## src/sv/grayscale_point_operation_assert.svh

```systemverilog
// ----------------------------------------------------------------------------
// Grayscale point operation assertion macros
// Concurrent check helpers used by the point operation pipeline.
// ----------------------------------------------------------------------------
`ifndef GRAYSCALE_POINT_OPERATION_ASSERT_SVH
`define GRAYSCALE_POINT_OPERATION_ASSERT_SVH

// Same-cycle implication, checked outside reset
`define GPO_ASSERT_IMP(lbl, clk, rst_n, cond, expr, msg) \
    lbl: assert property (@(posedge clk) disable iff (!rst_n) (cond) |-> (expr)) \
        else $error(msg);

// Next-cycle implication, checked outside reset
`define GPO_ASSERT_NXT(lbl, clk, rst_n, cond, expr, msg) \
    lbl: assert property (@(posedge clk) disable iff (!rst_n) (cond) |=> (expr)) \
        else $error(msg);

`endif

```

## src/sv/gpo_pkg.sv

```systemverilog
// ----------------------------------------------------------------------------
// Grayscale point operation package
// Register indexes, mode codes, field widths and reset values.
// ----------------------------------------------------------------------------
`default_nettype none

package gpo_pkg;

    // Field and register widths
    localparam int GRAY_W     = 16;
    localparam int CFG_DATA_W = 16;
    localparam int CFG_IDX_W  = 3;
    localparam int MODE_W     = 3;
    localparam int PCT_W      = 7;

    // Percent scale of the level compares
    localparam int PCT_SCALE = 100;

    // Register indexes
    localparam logic [CFG_IDX_W-1:0] CFG_MODE      = 3'd0;
    localparam logic [CFG_IDX_W-1:0] CFG_MAX_GRAY  = 3'd1;
    localparam logic [CFG_IDX_W-1:0] CFG_THRESHOLD = 3'd2;
    localparam logic [CFG_IDX_W-1:0] CFG_BLACK     = 3'd3;
    localparam logic [CFG_IDX_W-1:0] CFG_WHITE     = 3'd4;

    // Mode codes
    localparam logic [MODE_W-1:0] MODE_NEGATIVE   = 3'd0;
    localparam logic [MODE_W-1:0] MODE_THRESHOLD  = 3'd1;
    localparam logic [MODE_W-1:0] MODE_WHITE_HALF = 3'd2;
    localparam logic [MODE_W-1:0] MODE_BLACK_HALF = 3'd3;
    localparam logic [MODE_W-1:0] MODE_LEVELS     = 3'd4;

    // Register reset values
    localparam logic [MODE_W-1:0] RST_MODE      = MODE_NEGATIVE;
    localparam logic [GRAY_W-1:0] RST_MAX_GRAY  = 16'd255;
    localparam logic [PCT_W-1:0]  RST_THRESHOLD = 7'd50;
    localparam logic [PCT_W-1:0]  RST_BLACK     = 7'd10;
    localparam logic [PCT_W-1:0]  RST_WHITE     = 7'd90;

endpackage

`default_nettype wire

```

## src/sv/grayscale_point_operation.sv

```systemverilog
// ----------------------------------------------------------------------------
// Grayscale point operation unit
// Stages: capture, multiply, compare, one restoring divider stage per quotient
// bit, output register. One item per cycle unless the output stalls.
// Synchronous reset clears the stage valid bits and loads register defaults.
// ----------------------------------------------------------------------------
`default_nettype none

`include "grayscale_point_operation_assert.svh"

module grayscale_point_operation #(
    parameter int PIXEL_BITS = 16
) (
    input  wire                              i_clk,
    input  wire                              i_rst_n,
    // pixel input channel
    input  wire                              i_in_valid,
    output logic                             o_in_ready,
    input  wire  [gpo_pkg::GRAY_W-1:0]       i_pixel_in,
    input  wire                              i_last_in_image,
    // pixel output channel
    output logic                             o_out_valid,
    input  wire                              i_out_ready,
    output logic [gpo_pkg::GRAY_W-1:0]       o_pixel_out,
    output logic                             o_last_out,
    // configuration write port
    input  wire                              i_cfg_wen,
    input  wire  [gpo_pkg::CFG_IDX_W-1:0]    i_cfg_index,
    input  wire  [gpo_pkg::CFG_DATA_W-1:0]   i_cfg_data
);

    import gpo_pkg::*;

    // pixel*100 and percent*max both fit in PW bits
    localparam int PW     = PIXEL_BITS + PCT_W;
    localparam int NDIV   = PIXEL_BITS;
    localparam int ST_DIV = 3;
    localparam int NST    = NDIV + 4;
    localparam int ST_OUT = NST - 1;
    localparam logic [PIXEL_BITS-1:0] PIX_MAX = '1;

    // ------------------------------------------------------------------
    // Configuration registers
    // ------------------------------------------------------------------
    logic [MODE_W-1:0] r_mode;
    logic [GRAY_W-1:0] r_max_gray;
    logic [PCT_W-1:0]  r_thr;
    logic [PCT_W-1:0]  r_black;
    logic [PCT_W-1:0]  r_white;

    always_ff @(posedge i_clk) begin
        if (!i_rst_n) begin
            r_mode     <= RST_MODE;
            r_max_gray <= RST_MAX_GRAY;
            r_thr      <= RST_THRESHOLD;
            r_black    <= RST_BLACK;
            r_white    <= RST_WHITE;
        end else if (i_cfg_wen) begin
            case (i_cfg_index)
                CFG_MODE:      r_mode     <= i_cfg_data[MODE_W-1:0];
                CFG_MAX_GRAY:  r_max_gray <= i_cfg_data[GRAY_W-1:0];
                CFG_THRESHOLD: r_thr      <= i_cfg_data[PCT_W-1:0];
                CFG_BLACK:     r_black    <= i_cfg_data[PCT_W-1:0];
                CFG_WHITE:     r_white    <= i_cfg_data[PCT_W-1:0];
                default: ;
            endcase
        end
    end

    // ------------------------------------------------------------------
    // Stage flow control: a stage loads when any stage at or after it
    // is empty, or the output item is taken (bubbles collapse)
    // ------------------------------------------------------------------
    logic [NST-1:0] r_vld;
    logic [NST-1:0] stage_en;

    for (genvar k = 0; k < NST; k++) begin : g_en
        localparam logic [NST-1:0] LOW_MASK = (NST'(1) << k) - NST'(1);
        assign stage_en[k] = i_out_ready | ~(&(r_vld | LOW_MASK));
    end

    always_ff @(posedge i_clk) begin
        if (!i_rst_n) begin
            r_vld <= '0;
        end else begin
            r_vld <= (r_vld & ~stage_en) | ({r_vld[NST-2:0], i_in_valid} & stage_en);
        end
    end

    assign o_in_ready  = stage_en[0];
    assign o_out_valid = r_vld[ST_OUT];

    // ------------------------------------------------------------------
    // Stage 1: capture item, saturate max, snapshot config
    // ------------------------------------------------------------------
    logic [PIXEL_BITS-1:0] n_s1_max;
    logic [PIXEL_BITS-1:0] r_s1_pix;
    logic [PIXEL_BITS-1:0] r_s1_max;
    logic                  r_s1_last;
    logic [MODE_W-1:0]     r_s1_mode;
    logic [PCT_W-1:0]      r_s1_thr;
    logic [PCT_W-1:0]      r_s1_black;
    logic [PCT_W-1:0]      r_s1_white;

    assign n_s1_max = (r_max_gray > GRAY_W'(PIX_MAX)) ? PIX_MAX : r_max_gray[PIXEL_BITS-1:0];

    always_ff @(posedge i_clk) begin
        if (stage_en[0]) begin
            r_s1_pix   <= i_pixel_in[PIXEL_BITS-1:0];
            r_s1_max   <= n_s1_max;
            r_s1_last  <= i_last_in_image;
            r_s1_mode  <= r_mode;
            r_s1_thr   <= r_thr;
            r_s1_black <= r_black;
            r_s1_white <= r_white;
        end
    end

    // ------------------------------------------------------------------
    // Stage 2: scaled pixel and the three percent levels
    // ------------------------------------------------------------------
    logic [PW-1:0]         r_s2_p100;
    logic [PW-1:0]         r_s2_thr_lvl;
    logic [PW-1:0]         r_s2_lo;
    logic [PW-1:0]         r_s2_hi;
    logic [PCT_W-1:0]      r_s2_span;
    logic [PIXEL_BITS-1:0] r_s2_pix;
    logic [PIXEL_BITS-1:0] r_s2_max;
    logic [MODE_W-1:0]     r_s2_mode;
    logic                  r_s2_last;

    always_ff @(posedge i_clk) begin
        if (stage_en[1]) begin
            r_s2_p100    <= PW'(r_s1_pix) * PW'(PCT_SCALE);
            r_s2_thr_lvl <= PW'(r_s1_thr) * PW'(r_s1_max);
            r_s2_lo      <= PW'(r_s1_black) * PW'(r_s1_max);
            r_s2_hi      <= PW'(r_s1_white) * PW'(r_s1_max);
            r_s2_span    <= r_s1_white - r_s1_black;
            r_s2_pix     <= r_s1_pix;
            r_s2_max     <= r_s1_max;
            r_s2_mode    <= r_s1_mode;
            r_s2_last    <= r_s1_last;
        end
    end

    // ------------------------------------------------------------------
    // Stage 3: compares and mode select; middle band goes to the divider
    // ------------------------------------------------------------------
    logic                  above;
    logic                  lt_lo;
    logic                  gt_lo;
    logic                  lt_hi;
    logic                  gt_hi;
    logic [PIXEL_BITS-1:0] n_s3_res;
    logic                  n_s3_use_div;

    assign above = r_s2_p100 > r_s2_thr_lvl;
    assign lt_lo = r_s2_p100 < r_s2_lo;
    assign gt_lo = r_s2_p100 > r_s2_lo;
    assign lt_hi = r_s2_p100 < r_s2_hi;
    assign gt_hi = r_s2_p100 > r_s2_hi;

    always_comb begin
        n_s3_res     = r_s2_pix;
        n_s3_use_div = 1'b0;
        case (r_s2_mode)
            MODE_NEGATIVE:   n_s3_res = (r_s2_pix > r_s2_max) ? '0 : (r_s2_max - r_s2_pix);
            MODE_THRESHOLD:  n_s3_res = above ? r_s2_max : '0;
            MODE_WHITE_HALF: n_s3_res = above ? r_s2_max : r_s2_pix;
            MODE_BLACK_HALF: n_s3_res = above ? r_s2_pix : '0;
            MODE_LEVELS: begin
                if (lt_lo) begin
                    n_s3_res = '0;
                end else if (gt_lo && lt_hi) begin
                    n_s3_use_div = 1'b1;
                end else if (gt_hi) begin
                    n_s3_res = r_s2_max;
                end else begin
                    n_s3_res = r_s2_pix;
                end
            end
            default: n_s3_res = r_s2_pix;
        endcase
    end

    logic [PIXEL_BITS-1:0] r_s3_res;
    logic                  r_s3_use_div;
    logic [PW-1:0]         r_s3_num;
    logic [PCT_W-1:0]      r_s3_span;
    logic                  r_s3_last;

    always_ff @(posedge i_clk) begin
        if (stage_en[2]) begin
            r_s3_res     <= n_s3_res;
            r_s3_use_div <= n_s3_use_div;
            r_s3_num     <= r_s2_p100 - r_s2_lo;
            r_s3_span    <= r_s2_span;
            r_s3_last    <= r_s2_last;
        end
    end

    // ------------------------------------------------------------------
    // Restoring divider, one quotient bit per stage, MSB first.
    // The quotient stays below max, so PIXEL_BITS bits suffice.
    // ------------------------------------------------------------------
    logic [PW-1:0]         r_d_rem  [NDIV];
    logic [PIXEL_BITS-1:0] r_d_q    [NDIV];
    logic [PCT_W-1:0]      r_d_span [NDIV];
    logic [PIXEL_BITS-1:0] r_d_res  [NDIV];
    logic                  r_d_use  [NDIV];
    logic                  r_d_last [NDIV];

    for (genvar k = 0; k < NDIV; k++) begin : g_div
        localparam int QB = NDIV - 1 - k;

        logic [PW-1:0]         prev_rem;
        logic [PIXEL_BITS-1:0] prev_q;
        logic [PCT_W-1:0]      prev_span;
        logic [PIXEL_BITS-1:0] prev_res;
        logic                  prev_use;
        logic                  prev_last;
        logic [PW-1:0]         dvs;
        logic                  fits;

        if (k == 0) begin : g_first
            assign prev_rem  = r_s3_num;
            assign prev_q    = '0;
            assign prev_span = r_s3_span;
            assign prev_res  = r_s3_res;
            assign prev_use  = r_s3_use_div;
            assign prev_last = r_s3_last;
        end else begin : g_next
            assign prev_rem  = r_d_rem[k-1];
            assign prev_q    = r_d_q[k-1];
            assign prev_span = r_d_span[k-1];
            assign prev_res  = r_d_res[k-1];
            assign prev_use  = r_d_use[k-1];
            assign prev_last = r_d_last[k-1];
        end

        assign dvs  = PW'(prev_span) << QB;
        assign fits = prev_rem >= dvs;

        always_ff @(posedge i_clk) begin
            if (stage_en[ST_DIV+k]) begin
                r_d_rem[k]  <= fits ? (prev_rem - dvs) : prev_rem;
                r_d_q[k]    <= fits ? (prev_q | (PIXEL_BITS'(1) << QB)) : prev_q;
                r_d_span[k] <= prev_span;
                r_d_res[k]  <= prev_res;
                r_d_use[k]  <= prev_use;
                r_d_last[k] <= prev_last;
            end
        end
    end

    // ------------------------------------------------------------------
    // Output register
    // ------------------------------------------------------------------
    logic [PIXEL_BITS-1:0] r_out_pix;
    logic                  r_out_last;

    always_ff @(posedge i_clk) begin
        if (stage_en[ST_OUT]) begin
            r_out_pix  <= r_d_use[NDIV-1] ? r_d_q[NDIV-1] : r_d_res[NDIV-1];
            r_out_last <= r_d_last[NDIV-1];
        end
    end

    assign o_pixel_out = GRAY_W'(r_out_pix);
    assign o_last_out  = r_out_last;

    // ------------------------------------------------------------------
    // Assertions
    // ------------------------------------------------------------------
    logic div_check;
    logic div_rem_ok;

    // last divider stage holds a real quotient
    assign div_check  = r_vld[ST_OUT-1] && r_d_use[NDIV-1];
    assign div_rem_ok = r_d_rem[NDIV-1] < PW'(r_d_span[NDIV-1]);

    `GPO_ASSERT_NXT(a_accept_s1, i_clk, i_rst_n, i_in_valid && o_in_ready, r_vld[0], "item lost")
    `GPO_ASSERT_IMP(a_stall_full, i_clk, i_rst_n, !o_in_ready, &r_vld, "stall with a bubble")
    `GPO_ASSERT_IMP(a_div_rem, i_clk, i_rst_n, div_check, div_rem_ok, "bad remainder")

endmodule

`default_nettype wire
```

## config.mk

```make
export PLATFORM = sky130hd
export DESIGN_NAME = grayscale_point_operation
export DESIGN_NICKNAME = d
export VERILOG_FILES = /design/src/sv/gpo_pkg.sv /design/src/sv/grayscale_point_operation.sv
export VERILOG_INCLUDE_DIRS = /design/src /design/src/sv
export SDC_FILE = /design/constraint.sdc
export NUM_CORES = 2
export LEC_CHECK = 0
export ABC_CLOCK_PERIOD_IN_PS = 10110
export BUFFER_PORTS_ARGS = -buffer_cell sky130_fd_sc_hd__buf_2
export CAP_MARGIN = 30
export CORE_ASPECT_RATIO = 0.7
export CORE_MARGIN = 3
export CORE_UTILIZATION = 23
export DETAILED_ROUTE_END_ITERATION = 8
export SLEW_MARGIN = 20
export SYNTH_ARGS = -nofsm -noshare
export SYNTH_HDL_FRONTEND = slang
export SYNTH_SLANG_ARGS = --single-unit
```

## constraint.sdc

```tcl
create_clock -name i_clk -period 10.11 [get_ports i_clk]
set_clock_uncertainty 0.2 [all_clocks]
set_input_delay 0.5055 -clock i_clk [delete_from_list [all_inputs] [get_ports i_clk]]
set_output_delay 0.5055 -clock i_clk [all_outputs]
set_load 0.01 [all_outputs]
```

======== Word level (Yosys, flattened, before mapping) ========
Memory sizes are Yosys's and may differ from the RTL's. A register that Yosys moved wholly into a read port is not among the register bits.
Index checks and enable logic that the tools add are counted.
operators by class
  equal/unequal tests ..................... 8
  reductions and logical operators ........ 28
  muxes and demuxes ....................... 74
  multipliers ............................. 4
  bitwise gates (word level) .............. 45
  add/subtract/negate cells ............... 19
  magnitude comparators ................... 23
operators by type and width
  operator          number
  $mux W23          16
  $mux W16          9
  $pmux W16 S5      1
  $gt A23 B23 Y1    3
  $mul A7 B16 Y23   3
  $lt A23 B23 Y1    2
  $and A20 B20 Y20  2
  $mux W1           34
  $ge A23 B10 Y1    1
  $ge A23 B11 Y1    1
  $ge A23 B12 Y1    1
  $ge A23 B13 Y1    1
  $ge A23 B14 Y1    1
  $ge A23 B15 Y1    1
  $ge A23 B16 Y1    1
  $ge A23 B17 Y1    1
  $ge A23 B18 Y1    1
  $ge A23 B19 Y1    1
  $ge A23 B20 Y1    1
  $ge A23 B21 Y1    1
  $ge A23 B22 Y1    1
  $ge A23 B7 Y1     1
  $ge A23 B8 Y1     1
  $ge A23 B9 Y1     1
  other kinds (65)  115
word-level totals
  memories kept ........................... 6
  flip-flop bits (word level) ............. 314
  memory bits (writable) .................. 1024
  logic and storage cells ................. 235
  output and inout bits ................... 19
memory list
  memory    words  bits a word  rd ports  clocked after Yosys merged registers in  wr ports  line                              RTL
  r_d_rem   16     23           15        0                                        16        grayscale_point_operation.sv:206  logic [PW-1:0] r_d_rem [NDIV];
  r_d_q     16     16           16        0                                        16        grayscale_point_operation.sv:207  logic [PIXEL_BITS-1:0] r_d_q [NDIV];
  r_d_res   16     16           16        0                                        16        grayscale_point_operation.sv:209  logic [PIXEL_BITS-1:0] r_d_res [NDIV];
  r_d_span  16     7            15        0                                        16        grayscale_point_operation.sv:208  logic [PCT_W-1:0] r_d_span [NDIV];
  r_d_last  16     1            16        1                                        16        grayscale_point_operation.sv:211  logic r_d_last [NDIV];
  r_d_use   16     1            16        0                                        16        grayscale_point_operation.sv:210  logic r_d_use [NDIV];

======== Longest topological paths before layout ========
  depth in word-level cells ............... 6
  gate-level depth with buffers ........... 20
  depth with buffers taken out ............ 19

======== Least setup slack after synthesis ========
OpenSTA, ideal clock, no wires.
  path type ............................... input -> register
  start point ............................. input port i_out_ready
  end point ............................... register r_s2_hi[0], enable pin
  data arrival time ....................... 5.538 ns
  cell stages on the path ................. 8
  library setup time ...................... 0.483 ns
  slack ................................... 3.889 ns
  required time ........................... 9.427 ns
  path buffers ............................ 0
  cell sequence ........................... nor2b_1 > and3_1 > inv_1 > nor3_1 > and3_1 > and3_1 > and3_1 > inv_1
between the ends
  longest elaborated chain between the ends .. 1
RTL lines
  element               line                              RTL
  from (decl)           grayscale_point_operation.sv:23   input wire i_out_ready,
  $or A1 B1 Y1          grayscale_point_operation.sv:79   assign stage_en[k] = i_out_ready | ~(&(r_vld | LOW_MASK));
  to (signal assigned)  grayscale_point_operation.sv:137  r_s2_hi <= PW'(r_s1_white) * PW'(r_s1_max);
  to (decl)             grayscale_point_operation.sv:125  logic [PW-1:0] r_s2_hi;
No other way between the ends.
A chain may end at the register's enable or synchronous reset.

======== Final worst setup path ========
  start point ............................. register r_s1_max[3]
  end point ............................... register r_s2_hi[22] (data pin)
between the ends
  longest elaborated chain between the ends .. 1
RTL lines
  element                 line                              RTL
  from (decl)             grayscale_point_operation.sv:98   logic [PIXEL_BITS-1:0] r_s1_max;
  from (signal assigned)  grayscale_point_operation.sv:110  r_s1_max <= n_s1_max;
  $mul A7 B16 Y23         grayscale_point_operation.sv:137
No other way between the ends.

==> run metrics <==
setup slack, reg-to-reg 3.79 ns; Worst Max-Slew Pin Slew 0.9550 ns; hpwl dp 91.25 mm; share of synthesized cell area in and, or, nand and nor gates 0.1081; Routed Wire Length 124.5 mm; clock-pin slew on the worst setup and hold paths 0.07 ns; Routed WL per cell 15.04 µm; Design Power 16.52 mW; share of cells above drive strength 1 0.06808; sequential area share after synthesis 0.5860; Pwr Density 241.5 mW/mm²; MaxCap Viol Count 0; routed via count 34341; crit-path cells and2_1, fa_1, inv_1, fa_1, inv_1, fa_1, inv_1, fa_1, inv_1, ha_1, o21ai_0, o21bai_1, o41ai_1, o21ai_0, o21a_1, a2111oi_0, o21ai_0, a21oi_1, xnor2_1; YS warnings 0; Clock Sinks 1186; CP Class reg -> reg; final std cells w/o fill 8277; Seq cells post-synth 1186; core area 0.2566 mm²; CP bufs+invs 4; worst-skew pair later-pin latency 0.72 ns; grt total ovfl 0; DIE AREA 0.2660 mm²; Critical R2R Launch r_s1_max[3]; Synth Area in Compound Gates 0.06068; GP Congestion 0.8393; max-slew headroom at the worst pin 0.3634; final setup violation count 0; post-place setup slack 3.843 ns; post-synthesis xor/xnor area fraction 0.04002; Synthesized Nets 5230; CTS tree done; Tcrit/Tclk final 0.6248; Worst Setup EP r_s2_hi[22]; leakage 27.63 nW; Mapped Cells 4581; Layout area overhead 14.49%; DP Cell Count 8035; reg2reg end r_s2_hi[22]; storage element area 0.03501 mm²; Die Ht 432.4 µm; R2R cell count 19; Starting Density 0.2329; clock tree buffer depth 3; Unique masters post-synth 74; num ports 60; Num CTS Buffers 106; Die Wd 615.2 µm; initial detailed-routing violation count 2537; DRT Pass-1 Iters 5; Cell Area, Synth 0.05975 mm²; Worst path depth 19; routed vias/inst 4.149; Max Transition Viols Final 0; pin count of the biggest net entering global routing 76; critical path's largest stage delay 0.77 ns; area of the multi-input gates 0.02226 mm²; most used flip-flop cell after synthesis edfxtp_1; post-synthesis adder-cell area fraction 0.1568; Crit Path Max Fanout 22; # H-tree levels 3; Finished Cell Area 0.06841 mm²; peak supply drop 0.1897 mV; Hold Vio Cnt, Final 0; slowest CP cell edfxtp_1; DRC viols 0; Crit path max-delay family adder cells; most frequent cells in the layout edfxtp_1 (1126), inv_1 (557), ha_1 (373); placed inst area 0.06436 mm²; IO buf count 59; RSZ-0062 raised after global routing false; Placement Rows 155; post-synthesis mux area share 0.006345; post-route ant nets 0; min-delay worst type in -> reg; Post-synth ARST share 0; crit path time final 6.317 ns; run status completed; nature of the critical path endpoint register; number of global-route vias before repair 34466; CTS Root Cell clkbuf_16; most common cell after layout, fill and taps aside edfxtp_1; Setup crit start kind register; crit path launch r_s1_max[3]; initial antenna violation count 3; nets@finish 5375; first-pass GRT wire length 197.3 mm; maximum clock rate 0.1583 GHz; number of fill cells 26172; Syn Area/Cell 13.04 µm²; combinational family with the most area after synthesis adder cells; crit path DAT 6.54 ns; EDFF count, synth 1126; post-route setup slack 3.793 ns; All-Layer GR Usage 0.09275; Setup TNS 0 ns; WP data required 10.33 ns
==> cells in the mapped netlist, drive strengths merged (25+ instances only) <==
library cell  count  area share
ha              373       0.078
nand2b           39      0.0041
a21oi           191       0.016
and2            261       0.027
edfxtp         1126        0.57
o21a             33      0.0041
nor2b            57      0.0060
nand4            33      0.0035
xnor2           173       0.025
a21o             59      0.0074
dfxtp            60       0.020
nor4             59      0.0063
inv             567       0.036
nor2            202       0.013
a21boi           49      0.0062
or4              25      0.0031
nand3            74      0.0062
clkbuf           92      0.0058
fa              235       0.079
nor3             59      0.0049
o21ai           124       0.010
nand2           318       0.020
xor2            100       0.015
==> state kept, by name (all words and copies together) (netlist names), 23 cells and up <==
name / count
g_div.prev_rem: 23
r_d_q: 136
r_d_rem: 345
r_d_res: 256
r_d_span: 105
r_s2_hi: 23
r_s2_lo: 23
r_s2_thr_lvl: 23
==> cell type report <==
type,instances,area share
well taps,3454,0.06318
multi-input cells,2730,0.3254
flip-flops and latches,1186,0.5118
repair buffers,135,0.01546
clock buffers,128,0.04029
inverters,567,0.03115
clock inverters,72,0.01249
diodes,5,0.0001829
==> layer usage <==
layer,track usage,vias to the layer above,part of all wire
met5,0,-,0
met4,0.02051,0,0.018
met3,0.01462,168,0.047
met2,0.1478,691,0.46
met1,0.1322,17097,0.48
li1,-,16385,-
==> where the power goes <==
group	switching, mW	internal (mW)
Clock	1.86	2.31
Sequential	0.790	6.95
Combinational	2.53	2.08
Total	5.18	11.3
==> worst min-delay path, cell delays in order <==
cell,delay [ns]
buf_2,0.07
nor2b_1,0.13
o21a_1,0.20
==> metrics by stage <==
step                  util  hold slack, ns
finish              0.2666         0.06435
global route        0.2666         0.05057
CTS                 0.2662         0.03452
detailed placement  0.2508          0.2045
global placement    0.2505          0.2004
floorplan                -          0.2003
==> kinds of logic after synthesis <==
group           count (synthesis)
xor+xnor                      273
buf+inv                       665
simple gates                 1238
mux                            35
flops                        1186
fa+ha+maj                     608
compound gates                576
==> timing repair <==
item	in CTS	in global routing
buffers inserted	0	0
hold endpoints to repair	58	0
resized for setup	0	0
hold buffers	34	0
==> how the worst min path moves through the flow <==
stage / from / to / slack [ns] / depth (start not counted)
after floorplan: r_s2_last / g_div[0].prev_last / 0.20 / 0
final: i_out_ready / r_vld[19] / 0.06 / 3
after global placement: r_d_res[3][42] / r_d_res[3][58] / 0.20 / 0
after CTS: i_out_ready / r_vld[19] / 0.03 / 3
after global routing: i_rst_n / r_max_gray[7] / 0.05 / 2
after detailed placement: r_d_last[8] / r_d_last[9] / 0.20 / 0
Power figures use the tool's default switching activity.
